`src/rtl/core/mrsrb_pkg.sv`:
```
// ----------------------------------------------------------------------------
// mrsrb_pkg
// Shared types, constants and helpers for the segmented ring buffer core.
// ----------------------------------------------------------------------------
package mrsrb_pkg;

  localparam int unsigned MAX_LINES    = 256;
  localparam int unsigned LINE_BYTES   = 8;
  localparam int unsigned MAX_SEGMENTS = 4;
  localparam int unsigned MAX_READERS  = 4;

  localparam int unsigned PTR_W     = $clog2(MAX_LINES);
  localparam int unsigned SEG_W     = $clog2(MAX_SEGMENTS);
  localparam int unsigned RDR_W     = $clog2(MAX_READERS);
  localparam int unsigned RIDX_W    = SEG_W + RDR_W;
  localparam int unsigned ADDR_W    = SEG_W + PTR_W;
  localparam int unsigned DATA_W    = 8 * LINE_BYTES;
  localparam int unsigned LEN_W     = 4;
  localparam int unsigned LINES_W   = 9;
  localparam int unsigned SEGCNT_W  = 3;
  localparam int unsigned RDRCNT_W  = 3;
  localparam int unsigned LINE_DEPTH = MAX_SEGMENTS * MAX_LINES;

  localparam int unsigned PADDR_W = 5;
  localparam int unsigned PDATA_W = 32;

  localparam logic [LINES_W-1:0]  CFG_LINES_RST = LINES_W'(MAX_LINES);
  localparam logic [LEN_W-1:0]    CFG_BYTES_RST = LEN_W'(LINE_BYTES);
  localparam logic [SEGCNT_W-1:0] CFG_SEGS_RST  = SEGCNT_W'(MAX_SEGMENTS);
  localparam logic [RDRCNT_W-1:0] CFG_RDRS_RST  = RDRCNT_W'(MAX_READERS);

  typedef enum logic {
    OP_WRITE = 1'b0,
    OP_READ  = 1'b1
  } op_e;

  typedef enum logic [1:0] {
    STATUS_OK   = 2'd0,
    STATUS_ARG  = 2'd1,
    STATUS_FULL = 2'd2
  } status_e;

  typedef enum logic [2:0] {
    REG_LINES = 3'd0,
    REG_BYTES = 3'd1,
    REG_SEGS  = 3'd2,
    REG_RDRS  = 3'd3,
    REG_OVWR  = 3'd4
  } reg_idx_e;

  typedef enum logic [2:0] {
    ST_CLEAR,
    ST_IDLE,
    ST_CHECK,
    ST_SCAN,
    ST_MEM,
    ST_LOAD,
    ST_RESP
  } state_e;

  // Saturated configuration in use
  typedef struct packed {
    logic [LINES_W-1:0]  lines;
    logic [LEN_W-1:0]    lbytes;
    logic [SEGCNT_W-1:0] segs;
    logic [RDRCNT_W-1:0] rdrs;
    logic                ovwr;
  } cfg_t;

  typedef struct packed {
    op_e               op;
    logic [SEG_W-1:0]  seg;
    logic [RDR_W-1:0]  rdr;
    logic [LEN_W-1:0]  len;
    logic [DATA_W-1:0] wdata;
  } item_t;

  typedef struct packed {
    status_e           status;
    logic [LEN_W-1:0]  count;
    logic [DATA_W-1:0] data;
  } res_t;

  typedef struct packed {
    logic              wp_we;
    logic              rp_we;
    logic [SEG_W-1:0]  seg;
    logic [RIDX_W-1:0] ridx;
    logic [PTR_W-1:0]  nxt;
  } ptr_ctl_t;

  typedef struct packed {
    logic [PTR_W-1:0] wp;
    logic [PTR_W-1:0] rp;
  } ptr_sts_t;

  typedef struct packed {
    logic                  we;
    logic [LINE_BYTES-1:0] be;
    logic [ADDR_W-1:0]     addr;
    logic [DATA_W-1:0]     wdata;
  } mem_req_t;

  function automatic logic [LINE_BYTES-1:0] byte_en(logic [LEN_W-1:0] n);
    logic [LINE_BYTES-1:0] e;
    e = '0;
    for (int b = 0; b < LINE_BYTES; b++) begin
      e[b] = (LEN_W'(b) < n);
    end
    return e;
  endfunction

  function automatic logic [DATA_W-1:0] byte_mask(logic [LEN_W-1:0] n);
    logic [DATA_W-1:0]     m;
    logic [LINE_BYTES-1:0] e;
    e = byte_en(n);
    for (int b = 0; b < LINE_BYTES; b++) begin
      m[b*8 +: 8] = {8{e[b]}};
    end
    return m;
  endfunction

endpackage

```
`src/rtl/core/mrsrb_ptr_file.sv`:
```
// ----------------------------------------------------------------------------
// mrsrb_ptr_file
// Write index per segment and read index per segment and reader.
// ----------------------------------------------------------------------------
module mrsrb_ptr_file
  import mrsrb_pkg::*;
(
  input  logic     clk_i,
  input  logic     rst_ni,
  input  ptr_ctl_t ctl_i,
  output ptr_sts_t sts_o
);

  logic [PTR_W-1:0] wp_q [MAX_SEGMENTS];
  logic [PTR_W-1:0] rp_q [MAX_SEGMENTS*MAX_READERS];

  always_ff @(posedge clk_i or negedge rst_ni) begin
    if (!rst_ni) begin
      wp_q <= '{default: '0};
      rp_q <= '{default: '0};
    end else begin
      if (ctl_i.wp_we) begin
        wp_q[ctl_i.seg] <= ctl_i.nxt;
      end
      if (ctl_i.rp_we) begin
        rp_q[ctl_i.ridx] <= ctl_i.nxt;
      end
    end
  end

  assign sts_o.wp = wp_q[ctl_i.seg];
  assign sts_o.rp = rp_q[ctl_i.ridx];

endmodule

```
`config.mk`:
```
export PLATFORM = sky130hd
export DESIGN_NAME = mrsrb_ptr_file
export DESIGN_NICKNAME = d
export VERILOG_FILES = /design/src/rtl/core/mrsrb_pkg.sv /design/src/rtl/core/mrsrb_ptr_file.sv
export SDC_FILE = /design/constraint.sdc
export NUM_CORES = 1
export LEC_CHECK = 0
export BUFFER_PORTS_ARGS = -buffer_cell sky130_fd_sc_hd__buf_2
export CAP_MARGIN = 5
export CORE_ASPECT_RATIO = 0.8
export CORE_MARGIN = 2
export CORE_UTILIZATION = 50
export CTS_CLUSTER_DIAMETER = 200
export CTS_CLUSTER_SIZE = 16
export DETAILED_ROUTE_END_ITERATION = 8
export PLACE_DENSITY = 0.78
export SETUP_SLACK_MARGIN = 0.05
export SYNTH_ARGS = -nofsm -noshare
export SYNTH_HDL_FRONTEND = slang
export SYNTH_SLANG_ARGS = --single-unit
```
`constraint.sdc`:
```
create_clock -name clk_i -period 1.8 [get_ports clk_i]
set_clock_uncertainty 0.1 [all_clocks]
set_input_delay 0.36 -clock clk_i [delete_from_list [all_inputs] [get_ports clk_i]]
set_output_delay 0.36 -clock clk_i [all_outputs]
set_load 0.02 [all_outputs]
```
# Yosys cells after proc, flatten, opt, wreduce, memory -nomap -nowiden
# Index checks and enable logic that the tools add are counted.
totals:
  reg_bits: 160
  latch_bits: 0
  ram_bits: 0
  mem_bits_ro: 0
  in_bits: 18
  out_inout_bits: 16
  elab_cells: 40
  memories: 0
op_classes:
  n_addsub: 0
  n_mul: 0
  div: 0
  magnitude_cmp: 4
  eq_ne: 0
  shifts: 0
  muxes: 12
  bitwise_logic: 2
  reduce_logical: 2
op_table:
  columns: ["cell", "count"]
  rows:
  - ["128-bit bitwise mux", 1]
  - ["8-bit 2-to-1 mux", 6]
  - ["8-bit binary-select mux with 4-bit select", 1]
  - ["32-bit bitwise mux", 1]
  - ["8-bit demux with 4-bit select", 1]
  - ["8-bit binary-select mux with 2-bit select", 1]
  - ["8-bit demux with 2-bit select", 1]
  - ["5-bit >= comparator, second input constant", 1]
  - ["5-bit by 1-bit less-than comparator with 1-bit output, second input constant", 1]
  - ["4-bit NOT with 5-bit output", 1]
  - ["3-bit >= comparator, second input constant", 1]
  - ["3-bit by 1-bit less-than comparator with 1-bit output, second input constant", 1]
  - ["2-bit NOT with 3-bit output", 1]
  - ["1-bit logical AND", 2]

# Logic depth before layout (Yosys ltp)
# Gate-level depths: netlist of the first run.
depth:
  ltp_word: 6
  mapped_depth: 6
  ltp_nobuf: 3

# Worst setup path before layout of the first run
# Ideal clock, no wire load.
synth_path:
  path_kind: "in2out"
  startpoint: "input ctl_i[8] (netlist bit)"
  endpoint: "output sts_o[0] (netlist bit)"
  arrival_ps: 1616
  t_required_ps: 1340
  slack_ps: -276
  stages: 5
  n_path_buf: 2
  cell_sequence: "buf_2 buf_2 mux4_2 a22oi_1 nand2_1"
synth_lines:
  columns: ["element", "line", "source"]
  rows:
  - ["start: declaration", "mrsrb_ptr_file.sv:10", "input ptr_ctl_t ctl_i,"]
  - ["end: declaration", "mrsrb_ptr_file.sv:11", "output ptr_sts_t sts_o"]

==> results.json, run 1 <==
{
  "vias": 4302,
  "cts_max_path_buffers": 2,
  "ys_warn_count": 0,
  "core-area_um2": 14200,
  "post-route-util": 0.633,
  "ys_ff_latch": 160,
  "rsz0062_at_grt": "true",
  "die_area_um2": 15400,
  "drv_slew": 0,
  "p_sw_frac": 0.247,
  "power_density_nw_per_um2": 1220,
  "seq_area_frac_synth": 0.554,
  "firstDrtPassIters": 4,
  "place_hpwl_mm": 11.1,
  "finalCritPeriodShare": 1.23,
  "wl_per_cell_um": 22.6,
  "end_kind": "primary output",
  "p_switching_mw": 2.71,
  "die-width_um": 138,
  "grtUsageTotal": 0.228,
  "gr-total-overflow": 0,
  "grt_pass1_wl_mm": 27.0,
  "critPathBufInv": 1,
  "slew_headroom": 0.567,
  "drt_wl_total_mm": 16.4,
  "p_clk_frac": 0.360,
  "maxCapViolCount": 0,
  "final.fill_count": 985,
  "cp_top_family": "multiplexers",
  "grt_pass1_vias": 4811,
  "htreeDepth": 4,
  "hold_path.class": "in2async",
  "min_period_ps": 2220,
  "cts_sinks": 160,
  "grt_max_degree": 46,
  "root_buffer": "clkbuf_16",
  "leakage_nw": 3.87,
  "portBuffers": 33,
  "crit_slowest_cell": "mux4_2",
  "gp_congestion": 0.795,
  "drc": 0,
  "cts_inserted_buffers": 17,
  "yosysUniqueCellTypes": 24,
  "startpoint_type": "flip-flop",
  "first_iter_violations": 312,
  "worst_pin_slew_ps": 647,
  "cp.required_ps": 1340,
  "fin_nets": 548,
  "placement.cell_area_um2": 8100,
  "num_rows": 39,
  "syn_nets": 468,
  "ant_nets": 0,
  "cp.arrival_ps": 1760,
  "clk_pin_slew_ps": 60,
  "die_h_um": 112,
  "antenna_found_initial": 0,
  "worst_slack_ps": -416,
  "area_growth_pct": 24.4,
  "avgSynthCellArea_um2": 16.1,
  "final_area_um2": 8990,
  "clock_latency_ps": 420,
  "combPwrFrac": 0.198,
  "fmax_mhz": 451,
  "io_pins": 34,
  "drive_above_1_share": 0.615,
  "seqCellArea_um2": 4000,
  "cp_max_fo": 2,
  "synth_cells": 450,
  "status": "complete, but fails checks",
  "crit_type": "reg2out",
  "n_antenna_cell": 0,
  "finalHoldViolations": 0,
  "multiInputGateArea_um2": 3180,
  "p_seq_frac": 0.441,
  "slowest_delay_ps": 480,
  "cts_tree": "yes",
  "start_util": 0.509,
  "setup_viol": 16,
  "crit_chain": "mux4_2 -> a22oi_2 -> nand2_2 -> buf_2",
  "p_int_mw": 8.28,
  "tns_ps": -3880,
  "viasPerCell": 5.92,
  "violations": "negative setup slack",
  "ir_drop_mv": 1.10,
  "syn-cell-area_um2": 7230
}
routing by layer:
| metal | vias up | track usage | part of all wire |
|---|---|---|---|
| met5 | - | 0 | 0 |
| li1 | 1846 | - | - |
| met3 | 16 | 0.0572 | 0.035 |
| met1 | 2364 | 0.311 | 0.45 |
| met2 | 76 | 0.370 | 0.51 |
| met4 | 0 | 0.0660 | 0.010 |
flip-flops by register name, summed over array words and instances, names as in the netlist:
signal / flops
rp_q: 128
wp_q: 32
cell families (layout without fill, tap and decap cells):
family / after synthesis / after routing / synth area share
mux: 200 / 200 / 0.374
flops: 160 / 160 / 0.554
simple gates: 40 / 40 / 0.0339
buf+inv: 34 / 127 / 0.0218
compound gates: 16 / 16 / 0.0166
synthesized netlist by cell type (all sizes together):
master	instances	area [um2]
nor3b	2	20.0
nor2b	2	12.5
buf	17	93.8
and3	1	6.26
nand2b	2	12.5
mux2	160	1800
nand3b	6	45.0
nand2	10	40.0
clkbuf	17	63.8
or3	3	18.8
dfrtp	160	4000
mux4	40	901
nand3	2	15.0
and2	1	6.26
nor2	11	68.8
a22oi	16	120
worst paths after layout:
check	cells after the start	endpoint	start	slack (ps)
max in group asynchronous	3	rp_q[86]	rst_ni	720
max	4	sts_o[3]	rp_q[99]	-420
min	2	rp_q[60]	rst_ni	340
min in group clk_i	2	rp_q[89]	ctl_i[1]	360
min reg2reg	1	rp_q[89]	rp_q[89]	390
max reg2reg	3	wp_q[7]	wp_q[7]	680
power by group through the flow:
stage,clock [mW],sequential [mW],combinational [mW]
6_report,3.96,4.85,2.18
5_1_grt,4.15,4.93,2.34
4_1_cts,4.01,4.83,2.16
3_5_place_dp,0,4.88,1.96
3_3_place_gp,0,4.81,1.87
2_1_floorplan,0,4.70,1.45
layout make-up:
cell class | count | share of cell area
Multi-Input combinational cell | 256 | 0.353
Timing Repair Buffer | 95 | 0.103
Clock inverter | 10 | 0.0202
Tap cell | 184 | 0.0256
Clock buffer | 22 | 0.0527
Sequential cell | 160 | 0.445
layout by cell type, fill, tap and decap left out, types with 5 or more instances in the layout:
cell type  netlist  final
dfrtp_1        160    160
mux2_2         131    131
buf_4            0     45
mux4_2          40     40
mux2_1          29     29
clkbuf_16        0     17
buf_2           12     17
buf_6            2     17
a22oi_2          0     16
buf_12           0     15
nor2_2           8      9
nand2_2          1      9
nand3b_1         6      6
bufinv_16        0      5
timing repair:
| item | CTS | global route |
|---|---|---|
| setup endpoints to repair | 16 | 16 |
| hold endpoints to repair | 41 | 0 |
| gates cloned | 0 | 0 |
| setup buffers | 5 | 4 |
| pin swaps | 14 | 3 |
| hold buffers | 1 | 0 |
| gates resized for setup | 41 | 3 |
stage by stage:
step                      std cells  worst slack [ps]  power, mW  hold slack (ps)
after global routing            727              -471       11.4              369
after detailed placement        685              -473       6.83              224
after CTS                       723              -425       11.0              345
after floorplan                 450              -162       6.15            -35.6
after global placement          685              -452       6.69              220
final                           727              -416       11.0              343
Power figures use the tool's default switching activity.
==> run 2: changes to the inputs <==
Settings changed: PLACE_DENSITY 0.78 to 0.75.
Clock period 1.8 ns to 2.1 ns, I/O delays scaled along.
==> results.json, run 2 (synthesis results as in run 1) <==
{
  "area_growth_pct": 21.9,
  "grtUsageTotal": 0.224,
  "clk_pin_slew_ps": 60,
  "grt_pass1_wl_mm": 26.1,
  "cts_max_path_buffers": 2,
  "ant_nets": 0,
  "place_hpwl_mm": 10.9,
  "cts_tree": "yes",
  "power_density_nw_per_um2": 1030,
  "final.fill_count": 997,
  "slew_headroom": 0.593,
  "drc": 0,
  "largest-register": "rp_q",
  "cts_inserted_buffers": 17,
  "cp.arrival_ps": 1790,
  "setup_viol": 8,
  "status": "complete, but fails checks",
  "firstDrtPassIters": 4,
  "finalCritPeriodShare": 1.10,
  "fin_nets": 538,
  "portBuffers": 33,
  "grt_pass1_vias": 4525,
  "final_cell_mix": "dfrtp_1, mux2_2, mux4_2",
  "finalHoldViolations": 0,
  "top_regs": "rp_q (128), wp_q (32)",
  "final_cells": 717,
  "clock_latency_ps": 410,
  "gp_congestion": 0.808,
  "leakage_nw": 3.78,
  "cp.required_ps": 1580,
  "crit_type": "reg2out",
  "drt_wl_total_mm": 16.2,
  "rsz0062_at_grt": "true",
  "gr-total-overflow": 0,
  "first_iter_violations": 289,
  "fmax_mhz": 432,
  "startpoint_type": "flip-flop",
  "io_pins": 34,
  "dp.cells": 675,
  "cp_max_fo": 2,
  "power_mw": 9.05,
  "reg2regPathDepth": 3,
  "largest_reg_flops": 128,
  "wl_per_cell_um": 22.6,
  "maxCapViolCount": 0,
  "ir_drop_mv": 0.826,
  "drv_slew": 0,
  "grt_max_degree": 52,
  "antenna_found_initial": 0,
  "final_common_cell": "dfrtp_1",
  "start_util": 0.509,
  "hold_path.class": "in2async",
  "die_area_um2": 15400,
  "worst_pin_slew_ps": 608,
  "vias": 4251,
  "viasPerCell": 5.93,
  "min_period_ps": 2310,
  "die_h_um": 112,
  "n_antenna_cell": 0,
  "core-area_um2": 14200,
  "cts_sinks": 160,
  "die-width_um": 138,
  "worst_slack_ps": -215,
  "root_buffer": "clkbuf_16",
  "htreeDepth": 4,
  "drive_above_1_share": 0.602,
  "num_rows": 39,
  "violations": "negative setup slack",
  "end_kind": "primary output"
}
[run 2: cell count changes in the layout (fill, tap and decap cells not counted), moves of 2 or more]
cell,before,now
clkinv_2,3,5
buf_2,17,25
buf_4,45,35
a22oi_2,16,13
clkinvlp_4,1,3
bufinv_16,5,3
a22oi_1,0,3
buf_6,17,7
[run 2: timing repair]
item                                    CTS  global route
endpoints found under the setup margin    8            14
endpoints found under the hold margin    33             0
hold buffers                              1             0
buffers inserted                          6             2
pin swaps                                13             2
cloned                                    1             0
resized for setup                        23             5
[run 2: layer usage]
layer / routed length [um] / track usage / share of wire
met1: 7550 / 0.323 / 0.47
met2: 7790 / 0.345 / 0.48
met3: 700 / 0.0589 / 0.043
met4: 181 / 0.0585 / 0.011
met5: 0 / 0 / 0
[run 2: worst max-delay path, stage by stage (launching register included)]
cell and delay (ps):
dfrtp_1 390, mux4_2 500, a22oi_2 250, nand2_2 70
buf_2 160
[run 2: final cells by class]
type	count	area (um2)	area share
clock inverter	11	138	0.0156
tap	184	230	0.0261
clock buffer	21	460	0.0523
sequential	160	4000	0.454
multi-input combinational	256	3170	0.359
timing repair buffer	85	812	0.0922
[run 2: per-stage QoR]
| step | utilization | worst slack, ps | instance area, um2 | hold slack [ps] | setup TNS, ps |
|---|---|---|---|---|---|
| 2_1_floorplan | - | 18.5 | 7310 | 24.4 | 0 |
| 3_3_place_gp | 0.563 | -306 | 8000 | 240 | -4780 |
| 3_5_place_dp | 0.563 | -332 | 8000 | 243 | -7920 |
| 4_1_cts | 0.617 | -230 | 8760 | 384 | -1430 |
| 5_1_grt | 0.620 | -287 | 8810 | 404 | -1840 |
| 6_report | 0.620 | -215 | 8810 | 370 | -1350 |
[run 2: path summary, 6_finish.rpt]
kind	start	slack, ps	end
max in group asynchronous	rst_ni	960	wp_q[16]
max	rp_q[102]	-210	sts_o[6]
max reg2reg	rp_q[99]	1010	rp_q[99]
min in group clk_i	rp_q[58]	390	rp_q[58]
min reg2reg	rp_q[58]	390	rp_q[58]
min	rst_ni	370	wp_q[22]
[run 2: where the power goes]
group          internal (mW)  total (mW)  switching [mW]
combinational           1.06        1.79           0.737
sequential              3.78        4.14           0.360
clock                   1.92        3.12            1.20
