## src/rtl/core/mrsrb_pkg.sv

```systemverilog
// ----------------------------------------------------------------------------
// mrsrb_pkg
// Shared types, constants and helpers for the segmented ring buffer core.
// ----------------------------------------------------------------------------
package mrsrb_pkg;

  localparam int unsigned MAX_LINES    = 256;
  localparam int unsigned LINE_BYTES   = 8;
  localparam int unsigned MAX_SEGMENTS = 4;
  localparam int unsigned MAX_READERS  = 4;

  localparam int unsigned PTR_W     = $clog2(MAX_LINES);
  localparam int unsigned SEG_W     = $clog2(MAX_SEGMENTS);
  localparam int unsigned RDR_W     = $clog2(MAX_READERS);
  localparam int unsigned RIDX_W    = SEG_W + RDR_W;
  localparam int unsigned ADDR_W    = SEG_W + PTR_W;
  localparam int unsigned DATA_W    = 8 * LINE_BYTES;
  localparam int unsigned LEN_W     = 4;
  localparam int unsigned LINES_W   = 9;
  localparam int unsigned SEGCNT_W  = 3;
  localparam int unsigned RDRCNT_W  = 3;
  localparam int unsigned LINE_DEPTH = MAX_SEGMENTS * MAX_LINES;

  localparam int unsigned PADDR_W = 5;
  localparam int unsigned PDATA_W = 32;

  localparam logic [LINES_W-1:0]  CFG_LINES_RST = LINES_W'(MAX_LINES);
  localparam logic [LEN_W-1:0]    CFG_BYTES_RST = LEN_W'(LINE_BYTES);
  localparam logic [SEGCNT_W-1:0] CFG_SEGS_RST  = SEGCNT_W'(MAX_SEGMENTS);
  localparam logic [RDRCNT_W-1:0] CFG_RDRS_RST  = RDRCNT_W'(MAX_READERS);

  typedef enum logic {
    OP_WRITE = 1'b0,
    OP_READ  = 1'b1
  } op_e;

  typedef enum logic [1:0] {
    STATUS_OK   = 2'd0,
    STATUS_ARG  = 2'd1,
    STATUS_FULL = 2'd2
  } status_e;

  typedef enum logic [2:0] {
    REG_LINES = 3'd0,
    REG_BYTES = 3'd1,
    REG_SEGS  = 3'd2,
    REG_RDRS  = 3'd3,
    REG_OVWR  = 3'd4
  } reg_idx_e;

  typedef enum logic [2:0] {
    ST_CLEAR,
    ST_IDLE,
    ST_CHECK,
    ST_SCAN,
    ST_MEM,
    ST_LOAD,
    ST_RESP
  } state_e;

  // Saturated configuration in use
  typedef struct packed {
    logic [LINES_W-1:0]  lines;
    logic [LEN_W-1:0]    lbytes;
    logic [SEGCNT_W-1:0] segs;
    logic [RDRCNT_W-1:0] rdrs;
    logic                ovwr;
  } cfg_t;

  typedef struct packed {
    op_e               op;
    logic [SEG_W-1:0]  seg;
    logic [RDR_W-1:0]  rdr;
    logic [LEN_W-1:0]  len;
    logic [DATA_W-1:0] wdata;
  } item_t;

  typedef struct packed {
    status_e           status;
    logic [LEN_W-1:0]  count;
    logic [DATA_W-1:0] data;
  } res_t;

  typedef struct packed {
    logic              wp_we;
    logic              rp_we;
    logic [SEG_W-1:0]  seg;
    logic [RIDX_W-1:0] ridx;
    logic [PTR_W-1:0]  nxt;
  } ptr_ctl_t;

  typedef struct packed {
    logic [PTR_W-1:0] wp;
    logic [PTR_W-1:0] rp;
  } ptr_sts_t;

  typedef struct packed {
    logic                  we;
    logic [LINE_BYTES-1:0] be;
    logic [ADDR_W-1:0]     addr;
    logic [DATA_W-1:0]     wdata;
  } mem_req_t;

  function automatic logic [LINE_BYTES-1:0] byte_en(logic [LEN_W-1:0] n);
    logic [LINE_BYTES-1:0] e;
    e = '0;
    for (int b = 0; b < LINE_BYTES; b++) begin
      e[b] = (LEN_W'(b) < n);
    end
    return e;
  endfunction

  function automatic logic [DATA_W-1:0] byte_mask(logic [LEN_W-1:0] n);
    logic [DATA_W-1:0]     m;
    logic [LINE_BYTES-1:0] e;
    e = byte_en(n);
    for (int b = 0; b < LINE_BYTES; b++) begin
      m[b*8 +: 8] = {8{e[b]}};
    end
    return m;
  endfunction

endpackage

```

## src/rtl/core/mrsrb_ctrl.sv

```systemverilog
// ----------------------------------------------------------------------------
// mrsrb_ctrl
// Sequencer: argument checks, reader scan on the shared comparator,
// line access and result assembly; clears the line store after reset.
// ----------------------------------------------------------------------------
module mrsrb_ctrl
  import mrsrb_pkg::*;
(
  input  logic              clk_i,
  input  logic              rst_ni,
  input  cfg_t              cfg_i,
  input  logic              in_valid_i,
  output logic              in_ready_o,
  input  item_t             item_i,
  output logic              res_valid_o,
  input  logic              res_ready_i,
  output res_t              res_o,
  output ptr_ctl_t          ptr_ctl_o,
  input  ptr_sts_t          ptr_sts_i,
  output mem_req_t          mem_req_o,
  input  logic [DATA_W-1:0] mem_rdata_i
);

  state_e            state_q, state_d;
  item_t             item_q;
  res_t              res_q, res_d;
  logic [RDR_W-1:0]  idx_q, idx_d;
  logic [ADDR_W-1:0] clr_q, clr_d;

  logic               seg_bad, rdr_bad, len_big, len_zero;
  logic [LEN_W-1:0]   rd_n;
  logic [PTR_W-1:0]   cur_ptr, nxt_ptr, cmp_b;
  logic [LINES_W-1:0] lines_m1;
  logic               cmp_eq, last_rdr;

  assign seg_bad  = SEGCNT_W'(item_q.seg) >= cfg_i.segs;
  assign rdr_bad  = RDRCNT_W'(item_q.rdr) >= cfg_i.rdrs;
  assign len_big  = item_q.len > cfg_i.lbytes;
  assign len_zero = item_q.len == '0;
  assign rd_n     = (item_q.len < cfg_i.lbytes) ? item_q.len : cfg_i.lbytes;

  // shared index advance with wrap
  assign cur_ptr  = (item_q.op == OP_READ) ? ptr_sts_i.rp : ptr_sts_i.wp;
  assign lines_m1 = cfg_i.lines - LINES_W'(1);
  assign nxt_ptr  = (LINES_W'(cur_ptr) >= lines_m1) ? '0 : cur_ptr + PTR_W'(1);

  // shared comparator: reader index against next write index or write index
  assign cmp_b    = (item_q.op == OP_WRITE) ? nxt_ptr : ptr_sts_i.wp;
  assign cmp_eq   = ptr_sts_i.rp == cmp_b;
  assign last_rdr = RDRCNT_W'(idx_q) == (cfg_i.rdrs - RDRCNT_W'(1));

  always_ff @(posedge clk_i or negedge rst_ni) begin
    if (!rst_ni) begin
      state_q <= ST_CLEAR;
      clr_q   <= '0;
      idx_q   <= '0;
    end else begin
      state_q <= state_d;
      clr_q   <= clr_d;
      idx_q   <= idx_d;
    end
  end

  always_ff @(posedge clk_i) begin
    if (state_q == ST_IDLE && in_valid_i) begin
      item_q <= item_i;
    end
    res_q <= res_d;
  end

  always_comb begin
    state_d = state_q;
    unique case (state_q)
      ST_CLEAR: if (&clr_q) state_d = ST_IDLE;
      ST_IDLE:  if (in_valid_i) state_d = ST_CHECK;
      ST_CHECK: begin
        if (item_q.op == OP_WRITE) begin
          if (seg_bad || len_big || len_zero) state_d = ST_RESP;
          else if (cfg_i.ovwr)                state_d = ST_MEM;
          else                                state_d = ST_SCAN;
        end else begin
          if (seg_bad || rdr_bad || len_zero || cmp_eq) state_d = ST_RESP;
          else                                          state_d = ST_MEM;
        end
      end
      ST_SCAN: begin
        if (cmp_eq)        state_d = ST_RESP;
        else if (last_rdr) state_d = ST_MEM;
      end
      ST_MEM:  state_d = (item_q.op == OP_WRITE) ? ST_RESP : ST_LOAD;
      ST_LOAD: state_d = ST_RESP;
      ST_RESP: if (res_ready_i) state_d = ST_IDLE;
      default: state_d = ST_IDLE;
    endcase
  end

  always_comb begin
    res_d           = res_q;
    idx_d           = idx_q;
    clr_d           = clr_q;
    mem_req_o.we    = 1'b0;
    mem_req_o.be    = '0;
    mem_req_o.addr  = {item_q.seg, cur_ptr};
    mem_req_o.wdata = item_q.wdata;
    ptr_ctl_o.wp_we = 1'b0;
    ptr_ctl_o.rp_we = 1'b0;
    ptr_ctl_o.seg   = item_q.seg;
    ptr_ctl_o.ridx  = (state_q == ST_SCAN) ? {item_q.seg, idx_q} : {item_q.seg, item_q.rdr};
    ptr_ctl_o.nxt   = nxt_ptr;
    in_ready_o      = 1'b0;
    res_valid_o     = 1'b0;
    unique case (state_q)
      ST_CLEAR: begin
        mem_req_o.we    = 1'b1;
        mem_req_o.be    = '1;
        mem_req_o.addr  = clr_q;
        mem_req_o.wdata = '0;
        clr_d           = clr_q + ADDR_W'(1);
      end
      ST_IDLE: begin
        in_ready_o = 1'b1;
        idx_d      = '0;
      end
      ST_CHECK: begin
        res_d.status = STATUS_OK;
        res_d.count  = '0;
        res_d.data   = '0;
        if ((item_q.op == OP_WRITE && (seg_bad || len_big)) ||
            (item_q.op == OP_READ && (seg_bad || rdr_bad))) begin
          res_d.status = STATUS_ARG;
        end
      end
      ST_SCAN: begin
        if (cmp_eq) res_d.status = STATUS_FULL;
        else        idx_d = idx_q + RDR_W'(1);
      end
      ST_MEM: begin
        if (item_q.op == OP_WRITE) begin
          mem_req_o.we    = 1'b1;
          mem_req_o.be    = byte_en(item_q.len);
          ptr_ctl_o.wp_we = 1'b1;
          res_d.count     = item_q.len;
        end else begin
          ptr_ctl_o.rp_we = 1'b1;
        end
      end
      ST_LOAD: begin
        res_d.count = rd_n;
        res_d.data  = mem_rdata_i & byte_mask(rd_n);
      end
      ST_RESP: res_valid_o = 1'b1;
      default: ;
    endcase
  end

  assign res_o = res_q;

endmodule

```

## config.mk

```make
export PLATFORM = sky130hd
export DESIGN_NAME = mrsrb_ctrl
export DESIGN_NICKNAME = d
export VERILOG_FILES = /design/src/rtl/core/mrsrb_pkg.sv /design/src/rtl/core/mrsrb_ctrl.sv
export SDC_FILE = /design/constraint.sdc
export NUM_CORES = 1
export LEC_CHECK = 0
export BUFFER_PORTS_ARGS = -buffer_cell sky130_fd_sc_hd__buf_4
export CORE_ASPECT_RATIO = 1.75
export CORE_MARGIN = 2
export CORE_UTILIZATION = 40
export DETAILED_ROUTE_END_ITERATION = 16
export PLACE_DENSITY_LB_ADDON = 0.2
export SLEW_MARGIN = 10
export SYNTH_ARGS = -nofsm -noshare
export SYNTH_HDL_FRONTEND = slang
export SYNTH_SLANG_ARGS = --single-unit
export TNS_END_PERCENT = 1
```

## constraint.sdc

```tcl
create_clock -name clk_i -period 7.4 [get_ports clk_i]
set_input_delay 1.48 -clock clk_i [delete_from_list [all_inputs] [get_ports clk_i]]
set_output_delay 1.48 -clock clk_i [all_outputs]
set_load 0.02 [all_outputs]
```

### After elaboration in Yosys (flattened, before gate mapping)

Cells that the tools add are included.

| word-level totals | value |
|---|---|
| flip-flop bits (word level) | 158 |
| output and inout bits | 171 |
| word-level logic and storage cells | 106 |

| operators by class | value |
|---|---|
| add/sub/neg operators | 5 |
| reductions and logical operators | 20 |
| eq/ne operators | 15 |
| $lt $le $gt $ge | 21 |
| mux-type cells | 32 |
| bitwise logic cells | 2 |

Operators with widths:

| cell | count |
|---|---|
| $pmux W64 S2 | 1 |
| $mux W74 | 1 |
| $and A64 B64 Y64 | 1 |
| $lt A3 B4 Y1 const A | 8 |
| $mux W3 | 8 |
| $mux W8 | 3 |
| $pmux W3 S7 | 1 |
| $pmux W9 S2 | 1 |
| $lt A1 B4 Y1 const A | 4 |
| $lt A2 B4 Y1 const A | 4 |
| $mux W2 | 6 |
| $ne A2 B2 Y1 const B | 6 |
| $pmux W4 S3 | 1 |
| $add A10 B1 Y10 const B | 1 |
| $reduce_and A10 Y1 | 1 |
| $eq A3 B3 Y1 const B | 3 |
| $ge A8 B9 Y1 | 1 |
| $mux W9 | 1 |
| $sub A9 B1 Y9 const B | 1 |
| $add A8 B1 Y8 const B | 1 |
| $eq A8 B8 Y1 | 1 |
| $mux W4 | 2 |
| $pmux W2 S2 | 2 |
| $eq A3 B2 Y1 const B | 2 |
| 18 further kinds | 34 |

### Longest topological paths before layout

| logic depth | value |
|---|---|
| depth in word-level cells | 9 |
| gate-level depth with buffers | 15 |
| mapped depth without buffers | 13 |

### Worst setup path after synthesis

No wires, ideal clock.

| timing path | value |
|---|---|
| path kind | register to register |
| start | reg state_q[2] |
| end | reg res_q, in the netlist res_o[0], enable pin |
| cell stages (with the launch flop) | 4 |
| data required time | 6.826 ns |
| clock period less this slack | 5.836 ns |
| arrival time | 5.262 ns |
| path slack | 1.564 ns |
| path through | dfrtp_1 > clkbuf_1 > nand2b_1 > o21ai_0 |

| on the way | value |
|---|---|
| longest elaborated chain between the ends | 2 |
| elaborated cells between the ends (all ways) | 3 |
| those cells by class | eq/ne (2); reduce/logical (1) |

Ends and longest elaborated chain:

| element | RTL line | RTL |
|---|---|---|
| start, declared | mrsrb_ctrl.sv:24 | `state_e state_q, state_d;` |
| start signal, assigned | mrsrb_ctrl.sv:58 | `state_q <= state_d;` |
| $eq A3 B2 Y1 or $eq A3 B3 Y1 (tied branches) | mrsrb_ctrl.sv:112 | `unique case (state_q)` |
| $reduce_bool A2 Y1 (no line) (*) | -- |  |
| end signal, assigned | mrsrb_ctrl.sv:68 | `res_q <= res_d;` |
| end, declared | mrsrb_ctrl.sv:26 | `res_t res_q, res_d;` |

Mark *: on every way between the ends. The rest lies on a longest branch, timed or not.
A chain may end at the register's enable or synchronous reset.

==> run metrics <==
first-pass GRT wire length=33100 µm; GRT Residual Overflow=0; min-delay src=clr_q[6]; worst reg2reg path endpoint=res_o[68]; Worst Hold Depth=1; CTS Hold Buffers Added=0; worst slew pin tran=1.07 ns; R2R cell count=13; min-delay worst type=register to register; crit-path max FO=10; DIE WIDTH=110 µm; placed inst area=10600 µm²; Top FF cell, synth=edfxtp_1; Post-Syn Area per Cell=12.0 µm²; Max Root-Sink Buffers=2; worst path cell trace=buf_4 -> nor3_1 -> nor3b_1 -> xnor2_1 -> ha_1 -> and3_1 -> nand3_1 -> o21a_1 -> nor2_1 -> nor2_1 -> buf_4; total CTS buffers=17; share of cells above drive strength 1=0.398; Max-Cap Viols=0; WL final=21900 µm; post-cts resize count=0; num ports=348; Final setup viols=0; clock-pin slew on the worst setup and hold paths=0.05 ns; synth-to-layout area growth=44.1%; Reg2Reg Setup Slack=3.29 ns; PortBufs=347; Post-Layout Inst Area=11300 µm²; CP Buf/Inv Count=2; initial DRC count=282; Crit-path slowest cell=nor2_1; register share of total power=0.447; most frequent cells in the layout=352 x buf_4, 143 x edfxtp_1, 116 x and2_1; CP arrival=3.96 ns; largest net degree at the start of global routing=84; Worst Path Class, Setup=primary input to primary output; std cell rows=67; Routability Congestion=0.913; DP HPWL=17100 µm; Internal Power=1.75 mW; Pins Over Slew Limit=0; antenna violations before repair=1; H-tree levels=4; chip height=189 µm; power share of the combinational group=0.125; Pwr Density=202 nW/µm²; Worst Hold End=clr_q[6]; Synth Warn #=0; syn nets=853; reg-to-reg critical path startpoint=item_q[72]; CP required=5.92 ns; commonest non-fill, non-tap cell in the layout=buf_4; post-synthesis cell count=654; Tmin final=5.44 ns; # Post-CTS Setup Buffers=0; Root Buffer=clkbuf_16; Distinct cells, synth=64; VDD IR max=0.000146 V; Post-synth EDFFs=143; Clk Latency, worst-skew pair=0.43 ns; delay-heaviest family, CP=simple AND/OR/NAND/NOR gates; wire per inst=17.5 µm; vias in the first global route=6305; floorplan core area=19200 µm²; Worst setup EP type=primary output; FFs w/ async S/R, synth=0.0949; RSZ-0062 raised after global routing=false; Final Hold Fails=0; synthesized area=7840 µm²; Clk pwr share=0.428; max incr delay on CP=0.59 ns; Pre-Repair DR Iteration Count=5; Final Cycle Share=0.735; sequential-to-total area share from yosys stat=0.596; sw frac=0.234; count of state elements after synthesis=158; DR vias/cell=5.00; CTS sink cnt=158; Routed Antenna Nets=0; CTS tree=done; Switching Power=0.535 mW; final setup TNS=0 ns; max_slew headroom=0.284; Critical Path Source Type=primary input; status=completed; achievable frequency=184 MHz; Nets=1195; vias=6253; Worst Skew=0.0150 ns; Pleak=4.91 nW; Die Area=20800 µm²; Starting Density=0.408; DRC=0; overall routing resource usage=0.211
-- how the worst max path moves through the flow --
stage / slack, ns / startpoint / to / depth (start not counted)
6_report: 1.96 / cfg_i[13] / ptr_ctl_o[6] / 11
5_1_grt: 1.75 / cfg_i[13] / ptr_ctl_o[5] / 11
4_1_cts: 1.98 / cfg_i[13] / ptr_ctl_o[6] / 11
3_5_place_dp: 1.98 / cfg_i[13] / ptr_ctl_o[6] / 11
3_3_place_gp: 2.10 / cfg_i[13] / ptr_ctl_o[2] / 11
2_1_floorplan: 1.56 / state_q[2] / res_o[0] / 3
-- synthesized netlist by cell type, drive strengths merged (2+ instances only) --
library cell,instances,area (µm²)
a221o,2,20.0
o22ai,5,31.3
a221oi,3,26.3
a22oi,4,30.0
o21ai,14,73.8
nor2,49,184
and2b,2,16.3
xnor2,20,183
nand3b,3,22.5
nand2,37,139
mux2i,8,80.1
inv,29,109
a211oi,3,32.5
mux2,4,45.0
clkbuf,17,63.8
and3,19,119
and2,116,726
nand4b,2,32.5
buf,12,96.3
nand4,7,43.8
a32oi,4,35.0
edfxtp,143,4290
a21oi,27,135
nor4,3,33.8
nand3,12,65.1
nand2b,7,43.8
nor3,10,50.1
a311oi,2,17.5
o221ai,2,17.5
nor3b,3,27.5
o21a,2,15.0
nor2b,7,43.8
a21o,7,53.8
a21boi,4,33.8
dfrtp,15,375
a31oi,4,25.0
xor2,12,105
ha,22,275
-- logic make-up (layout without fill, tap and decap cells) --
family	after synthesis	count (layout)	synth area share
flip-flops	158	158	0.596
multiplexers	12	12	0.0160
buffers and inverters	58	413	0.0343
XOR/XNOR	32	32	0.0367
AND/OR/NAND/NOR	279	279	0.199
other	0	1	0
AO/OA/AOI/OAI	93	93	0.0827
adder cells (fa/ha/maj)	22	22	0.0351
-- state kept, by name, summed over array words and instances, names as in the netlist --
name	flops
clr_q	10
idx_q	2
item_q	71
ptr_ctl_o	2
res_o	70
state_q	3
-- worst reg2reg max path: cells and delay by family (launching register included) --
| kind | cells | cell delay, ns |
|---|---|---|
| AO/OA/AOI/OAI | 6 | 1.86 |
| adder cells (fa/ha/maj) | 1 | 0.32 |
| buffers and inverters | 3 | 0.67 |
| flip-flops | 1 | 0.32 |
| AND/OR/NAND/NOR | 3 | 0.63 |
-- metal layers --
layer,GRT usage,vias to the layer above,part of all wire,routed length (µm)
li1,-,3017,-,-
met1,0.211,2934,0.34,7340
met2,0.392,270,0.55,12000
met3,0.0630,32,0.088,1920
met4,0.0857,0,0.028,604
met5,0,-,0,0
-- cell type report --
cell class,count,area [µm²]
antenna,1,2.50
clock buffer,20,447
clock inverter,12,206
fill,1648,7900
inverter,29,109
multi-input combinational,438,2920
sequential,158,4670
tap,241,302
timing repair buffer,352,2640
-- power groups by stage --
stage | combinational, mW | sequential [mW] | clock (mW)
final | 0.285 | 1.02 | 0.979
after global routing | 0.317 | 1.03 | 1.04
after CTS | 0.289 | 1.02 | 1.00
after detailed placement | 0.288 | 1.04 | 0
after global placement | 0.286 | 1.04 | 0
after floorplan | 0.143 | 1.03 | 0
-- stage by stage --
step / instances / hold slack, ns / utilization / setup slack [ns] / power, mW
5_1_grt: 1251 / 0.524 / 0.588 / 1.75 / 2.38
3_3_place_gp: 1218 / 0.480 / 0.554 / 2.10 / 1.33
2_1_floorplan: 654 / 0.455 / - / 1.56 / 1.17
4_1_cts: 1250 / 0.501 / 0.588 / 1.98 / 2.31
6_report: 1251 / 0.497 / 0.588 / 1.96 / 2.29
3_5_place_dp: 1218 / 0.493 / 0.554 / 1.98 / 1.33
Note: power is estimated with default switching activity, not from simulation.
